## config.mk

```make
export PLATFORM = sky130hd
export DESIGN_NAME = interval_booking_conflict_check_core
export DESIGN_NICKNAME = d
export VERILOG_FILES = /design/src/rtl/ibcc_pkg.sv /design/src/rtl/ibcc_datapath.sv /design/src/rtl/ibcc_ctrl.sv /design/src/rtl/interval_booking_conflict_check_core.sv
export SDC_FILE = /design/constraint.sdc
export NUM_CORES = 2
export LEC_CHECK = 0
export ABC_CLOCK_PERIOD_IN_PS = 7800
export BUFFER_PORTS_ARGS = -buffer_cell sky130_fd_sc_hd__buf_2
export CORE_MARGIN = 5
export CORE_UTILIZATION = 50
export DETAILED_ROUTE_END_ITERATION = 8
export PLACE_DENSITY = 0.8
export SETUP_SLACK_MARGIN = 0.4
export SYNTH_ARGS = -nofsm -noshare
export SYNTH_HDL_FRONTEND = slang
export SYNTH_SLANG_ARGS = --single-unit
```

## constraint.sdc

```tcl
create_clock -name clk -period 7.8 [get_ports clk]
set_input_delay 0.78 -clock clk [delete_from_list [all_inputs] [get_ports clk]]
set_output_delay 0.78 -clock clk [all_outputs]
set_load 0.03 [all_outputs]
```

## src/rtl/ibcc_pkg.sv

```systemverilog
// ----------------------------------------------------------------------------
// ibcc_pkg
// Shared constants, status codes and control types for the interval
// booking conflict check core.
// ----------------------------------------------------------------------------
package ibcc_pkg;

	localparam int CAPACITY = 64;
	localparam int ADDR_W   = $clog2(CAPACITY);
	localparam int CNT_W    = $clog2(CAPACITY + 1);

	localparam int RANGE_W  = 31;
	localparam int STATUS_W = 2;
	localparam int COUNT_W  = 7;

	localparam logic [STATUS_W-1:0] ST_STORED   = 2'd0;
	localparam logic [STATUS_W-1:0] ST_EMPTY    = 2'd1;
	localparam logic [STATUS_W-1:0] ST_CONFLICT = 2'd2;
	localparam logic [STATUS_W-1:0] ST_FULL     = 2'd3;

	typedef struct packed {
		logic load;
		logic issue;
		logic finish;
	} cmd_t;

	typedef struct packed {
		logic empty;
		logic count_zero;
		logic last_issue;
		logic rd_pending;
	} sts_t;

endpackage

```

## src/rtl/ibcc_datapath.sv

```systemverilog
// ----------------------------------------------------------------------------
// ibcc_datapath
// Request registers, range table memory, scan address counter, overlap
// compare and result register.
// ----------------------------------------------------------------------------
module ibcc_datapath (
	input  logic                           clk,
	input  logic                           arst_n,
	input  logic [ibcc_pkg::RANGE_W-1:0]   range_start,
	input  logic [ibcc_pkg::RANGE_W-1:0]   range_end,
	input  ibcc_pkg::cmd_t                 cmd,
	output ibcc_pkg::sts_t                 sts,
	output logic                           accepted,
	output logic [ibcc_pkg::STATUS_W-1:0]  status,
	output logic [ibcc_pkg::COUNT_W-1:0]   stored_count
);
	import ibcc_pkg::*;

	logic [2*RANGE_W-1:0] mem [CAPACITY];

	logic [RANGE_W-1:0]  s_q;
	logic [RANGE_W-1:0]  e_q;
	logic [CNT_W-1:0]    count_q;
	logic [ADDR_W-1:0]   idx_q;
	logic                hit_q;
	logic                rd_valid_s1;
	logic [RANGE_W-1:0]  rd_start_s1;
	logic [RANGE_W-1:0]  rd_end_s1;
	logic                accepted_q;
	logic [STATUS_W-1:0] status_q;
	logic [COUNT_W-1:0]  stored_count_q;

	logic                overlap;
	logic                full;
	logic                empty;
	logic [STATUS_W-1:0] status_next;
	logic [CNT_W-1:0]    count_next;

	assign empty   = (s_q == e_q);
	assign full    = (count_q == CNT_W'(CAPACITY));
	assign overlap = (s_q < rd_end_s1) && (e_q > rd_start_s1);

	always_comb begin
		if (empty) begin
			status_next = ST_EMPTY;
		end else if (hit_q) begin
			status_next = ST_CONFLICT;
		end else if (full) begin
			status_next = ST_FULL;
		end else begin
			status_next = ST_STORED;
		end
		count_next = (status_next == ST_STORED) ? count_q + CNT_W'(1) : count_q;
	end

	// table memory: one write at the append slot, one registered read for the scan
	always_ff @(posedge clk) begin
		if (cmd.finish && status_next == ST_STORED) begin
			mem[count_q[ADDR_W-1:0]] <= {s_q, e_q};
		end
		if (cmd.issue) begin
			{rd_start_s1, rd_end_s1} <= mem[idx_q];
		end
	end

	always_ff @(posedge clk or negedge arst_n) begin
		if (!arst_n) begin
			count_q     <= '0;
			idx_q       <= '0;
			hit_q       <= 1'b0;
			rd_valid_s1 <= 1'b0;
		end else begin
			rd_valid_s1 <= cmd.issue;
			if (cmd.load) begin
				idx_q <= '0;
				hit_q <= 1'b0;
			end else begin
				if (cmd.issue) begin
					idx_q <= idx_q + ADDR_W'(1);
				end
				if (rd_valid_s1 && overlap) begin
					hit_q <= 1'b1;
				end
			end
			if (cmd.finish) begin
				count_q <= count_next;
			end
		end
	end

	always_ff @(posedge clk) begin
		if (cmd.load) begin
			s_q <= range_start;
			e_q <= range_end;
		end
		if (cmd.finish) begin
			accepted_q     <= (status_next == ST_STORED) || (status_next == ST_EMPTY);
			status_q       <= status_next;
			stored_count_q <= COUNT_W'(count_next);
		end
	end

	assign sts.empty      = empty;
	assign sts.count_zero = (count_q == '0);
	assign sts.last_issue = (idx_q == ADDR_W'(count_q - CNT_W'(1)));
	assign sts.rd_pending = rd_valid_s1;

	assign accepted     = accepted_q;
	assign status       = status_q;
	assign stored_count = stored_count_q;

endmodule

```

## src/rtl/ibcc_ctrl.sv

```systemverilog
// ----------------------------------------------------------------------------
// ibcc_ctrl
// Sequencer for one request: capture, scan of the stored ranges, decision
// and hand-off to the result register.
// ----------------------------------------------------------------------------
module ibcc_ctrl (
	input  logic           clk,
	input  logic           arst_n,
	input  logic           in_valid,
	output logic           in_stall,
	output logic           out_valid,
	input  logic           out_stall,
	output ibcc_pkg::cmd_t cmd,
	input  ibcc_pkg::sts_t sts
);
	import ibcc_pkg::*;

	typedef enum logic [2:0] {
		IDLE,
		CHECK,
		SCAN,
		DRAIN,
		FINISH
	} state_t;

	state_t state_q;
	logic   out_valid_q;
	logic   out_free;

	assign out_free = !out_valid_q || !out_stall;
	assign in_stall = (state_q != IDLE);

	always_comb begin
		cmd        = '0;
		cmd.load   = (state_q == IDLE) && in_valid;
		cmd.issue  = (state_q == SCAN);
		cmd.finish = (state_q == FINISH) && out_free;
	end

	always_ff @(posedge clk or negedge arst_n) begin
		if (!arst_n) begin
			state_q     <= IDLE;
			out_valid_q <= 1'b0;
		end else begin
			if (cmd.finish) begin
				out_valid_q <= 1'b1;
			end else if (!out_stall) begin
				out_valid_q <= 1'b0;
			end
			case (state_q)
				IDLE: begin
					if (in_valid) begin
						state_q <= CHECK;
					end
				end
				CHECK: begin
					// empty range or empty table needs no scan
					if (sts.empty || sts.count_zero) begin
						state_q <= FINISH;
					end else begin
						state_q <= SCAN;
					end
				end
				SCAN: begin
					if (sts.last_issue) begin
						state_q <= DRAIN;
					end
				end
				DRAIN: begin
					state_q <= FINISH;
				end
				FINISH: begin
					if (out_free) begin
						state_q <= IDLE;
					end
				end
				default: begin
					state_q <= IDLE;
				end
			endcase
		end
	end

	assign out_valid = out_valid_q;

	a_finish_needs_room: assert property (@(posedge clk) disable iff (!arst_n)
		cmd.finish |-> (!out_valid_q || !out_stall))
		else $error("result written while previous item still held");

	a_finish_shows_item: assert property (@(posedge clk) disable iff (!arst_n)
		cmd.finish |=> out_valid_q)
		else $error("finished item not presented");

	a_scan_not_empty: assert property (@(posedge clk) disable iff (!arst_n)
		(state_q == SCAN) |-> (!sts.count_zero && !sts.empty))
		else $error("scan running with nothing to compare");

	a_no_read_at_decision: assert property (@(posedge clk) disable iff (!arst_n)
		(state_q == FINISH) |-> !sts.rd_pending)
		else $error("decision taken before last compare landed");

endmodule

```

## src/rtl/interval_booking_conflict_check_core.sv

```systemverilog
// ----------------------------------------------------------------------------
// interval_booking_conflict_check_core
// Reservation table of half-open ranges with overlap check on each request.
// ----------------------------------------------------------------------------
// Each request [range_start, range_end) is answered by exactly one result
// item. With n ranges stored (n >= 1) a request passes through CHECK, SCAN
// and DRAIN to FINISH; an empty range or an empty table goes from CHECK
// straight to FINISH. SCAN reads the table through its single registered
// read port, one entry per cycle. A result waits in the output register
// while the next request is accepted; only the final step of a request
// waits for that register to drain. Reset empties the table at once (entry
// count cleared, no clearing pass). New requests are taken only in IDLE.
module interval_booking_conflict_check_core (
	input  logic                          clk,
	input  logic                          arst_n,
	input  logic                          in_valid,
	output logic                          in_stall,
	input  logic [ibcc_pkg::RANGE_W-1:0]  range_start,
	input  logic [ibcc_pkg::RANGE_W-1:0]  range_end,
	output logic                          out_valid,
	input  logic                          out_stall,
	output logic                          accepted,
	output logic [ibcc_pkg::STATUS_W-1:0] status,
	output logic [ibcc_pkg::COUNT_W-1:0]  stored_count
);
	import ibcc_pkg::*;

	cmd_t cmd;
	sts_t sts;

	ibcc_ctrl u_ctrl (
		.clk       (clk),
		.arst_n    (arst_n),
		.in_valid  (in_valid),
		.in_stall  (in_stall),
		.out_valid (out_valid),
		.out_stall (out_stall),
		.cmd       (cmd),
		.sts       (sts)
	);

	ibcc_datapath u_datapath (
		.clk          (clk),
		.arst_n       (arst_n),
		.range_start  (range_start),
		.range_end    (range_end),
		.cmd          (cmd),
		.sts          (sts),
		.accepted     (accepted),
		.status       (status),
		.stored_count (stored_count)
	);

endmodule
```

==> impl_metrics.toml <==
[setup_path]
r2r_slack_ns = 1.15
cp-end-kind = "flop"
r2r-start = "u_datapath.s_q[3]"
r2r_cells = 10
start_kind = "flop"
cp.arrival_ns = 7.23
worstSetupPathType = "reg2reg"
r2r_end = "u_datapath.mem[10][41]"
critPathMaxFanout = 66
crit_required_ns = 8.38

[global_routing]
grt_pass1_vias = 82500
antenna_found_initial = 52
overflow = 0
grt_start_max_net_pins = 148
grt_pass1_wl_um = 678000
grt.total_usage_pct = 30.2

[clock_tree]
numCtsBuffers = 383
cts_tree = "yes"
clock_latency_ns = 0.98
cts_num_sinks = 4121
ctsHoldBuffers = 1
cts_buffer_depth = 4
root_buffer = "clkbuf_16"
cts_setup_buffers = 0
htree_levels = 5
cts_resized = 0
clk_pin_slew_ns = 0.08

[final_layout]
n_fill_cell = 20500
final_area_um2 = 176000
drive_gt1_share_pct = 30.4
area_delta_synth_final_pct = 12.1
fin_nets = 6909
instances_no_fill = 11300
final_util_pct = 56.2

[logic_synthesis]
synth.area.mux_share_pct = 17.6
syn_area_per_cell_um2 = 24.6
ys.flop_type = "edfxtp_1"
yosysUniqueCellTypes = 48
synthAdderAreaFrac_pct = 0.517
ys_ff_latch = 4121
synthTopCellsByArea = "edfxtp_1 78%, mux4_2 17%, ha_1 0.52%"
syn-cell-area_um2 = 157000
syn_inst = 6400
synth-seq-area-share_pct = 78.5
synthArstFlopShare_pct = 0.461
synth_top_area_share_pct = 78.2
synth_nets = 6531
synth-compound-area-share_pct = 0.978
synth_xor_xnor_area_share_pct = 0.306
synth_top_family_by_area = "multiplexers"
synth_edf_count = 4102
synth-simple-area-share_pct = 0.927
yosysTopAreaCell = "edfxtp_1"
ys.warnings.count = 0

[die]
rows = 206
ios = 78
coreArea_um2 = 314000
start_util_pct = 50.1
die_h_um = 571
die_w_um = 571
die-area_um2 = 326000

[worst_hold_path]
hp-class = "in2reg"
min-delay-start = "range_start[20]"
min_to = "u_datapath.s_q[20]"
min_path_cells = 1

[status]
violations = "DRC, capacitance limit, slew limit"
status = "finished, violations left"

[timing]
finClkSkew_ns = 0.120
setup_viol = 0
hold_slack_ns = 0.0486
worst_pin_slew_ns = 1.60
finalCritPeriodShare_pct = 85.3
rsz0062_at_grt = "no"
maxSlewViolCount = 33
fin_ws_ns = 1.15
fmax_mhz = 150
fin_crit_ns = 6.65
report.final.hold_viol_count = 0
timing.setup.tns_ns = 0
slew-limit-headroom_pct = -6.70

[power_and_ir_drop]
p_per_area_nw_per_um2 = 328
peakVddDrop_mv = 0.316
p_leak_nw = 53.7
finalPower_mw = 57.9

[route]
wl_per_cell_um = 43.9
ant_nets = 0
wirelength_um = 495000
dr.pass1.iters = 9
routed_via_density = 7.34
drt_iter0_markers = 16900
drc = 411
vias = 82700

[placement]
io_buffers = 77
dp_hpwl_um = 233000
dp.cells = 10600
place_ws_ns = 1.83
place_area_um2 = 164000
gp_congestion = 0.959

[job]
cap_violations = 3
-- final cells by class --
type	instances	area, um^2	area share, %
Multi-Input combinational cell	1882	32400	18.4
Timing Repair Buffer	321	2510	1.42
Sequential cell	4121	124000	70.1
Clock buffer	460	9950	5.64
Inverter	69	262	0.148
Clock inverter	228	2360	1.34
Antenna cell	31	77.6	0.0440
Tap cell	4160	5200	2.95
-- synthesized netlist by cell type (7+ instances only) --
master     count
ha_1          65
buf_1         28
o21ai_0       16
inv_1         69
dfrtp_1       19
nor4_1        21
a22oi_1       78
mux2i_1       24
nand2_1      112
xnor2_1       16
nand4_1       11
clkbuf_1     179
nor3_1        21
buf_4          7
nand3_1       18
buf_6         27
xor2_1        39
a21o_1        11
mux4_2      1217
o2111ai_1     23
a221oi_1      23
o21a_1        23
buf_2         87
nand2b_1      28
a21oi_1       21
nor2_1        70
nor2b_1       10
edfxtp_1    4102
-- power breakdown --
group	switching (mW)	internal [mW]	leakage, nW
combinational	7.34	5.21	10.6
clock	8.58	10.5	5.98
sequential	0.395	25.9	37.1
total	16.3	41.6	53.7
-- per-layer routing --
metal,global-route usage [%],vias to the layer above,routed length [um]
met3,12.4,2307,80100
met4,20.0,66,41200
met1,36.0,42400,146000
met2,45.6,9517,227000
li1,-,28400,-
met5,1.54,-,1080
-- sequential cells by signal, indices dropped and copies added, names as in the netlist --
signal	cells
u_datapath.mem	3968
u_datapath.e_q	31
u_datapath.rd_end_s1	31
u_datapath.rd_start_s1	31
u_datapath.s_q	31
u_datapath.count_q	7
u_datapath.stored_count	7
u_datapath.idx_q	6
u_ctrl.state_q	3
u_datapath.status	2
u_ctrl.out_valid	1
u_datapath.accepted	1
u_datapath.hit_q	1
u_datapath.rd_valid_s1	1
-- layout by cell type, fill, tap and decap left out, types with 68 or more instances in the layout --
cell type  netlist  layout
nand2_1        112     112
buf_2           87      77
clkbuf_1       179      73
clkinv_1         0      84
clkbuf_16        0     386
inv_1           69      68
a22oi_1         78      78
edfxtp_1      4102    4102
mux4_2        1217    1217
buf_4            7     220
-- cell families (layout without fill, tap and decap cells) --
group	Yosys count	count (layout)
DFF	4121	4121
muxes	1242	1242
buffers and inverters	397	1078
and+or+nand+nor	311	311
AOI/OAI and AO/OA	209	209
adders and majority gates	65	65
xor gates and xnor gates	55	55
other	0	31
-- worst max path at each step --
stage	startpoint	endpoint	slack, ns	cells after the start
after floorplan	u_datapath.e_q[26]	u_datapath.mem[37][0]	-0.82	7
after global placement	u_datapath.s_q[8]	u_datapath.mem[43][22]	1.96	9
after detailed placement	u_datapath.s_q[8]	u_datapath.mem[41][8]	1.83	9
after CTS	u_datapath.s_q[3]	u_datapath.mem[10][41]	1.60	10
after global routing	u_datapath.s_q[3]	u_datapath.mem[10][41]	1.42	10
final	u_datapath.s_q[3]	u_datapath.mem[10][41]	1.15	10
-- worst max-delay path, cell delays in order (launching register included) --
cell	delay, ns
edfxtp_1	0.33
buf_4	0.56
xor2_1	0.24
nor4_1	0.75
nand4_1	0.41
o21ai_2	1.15
nand2b_1	0.67
or4_1	0.81
nor2_4	0.37
buf_4	0.43
buf_4	0.39
Power figures use the tool's default switching activity.
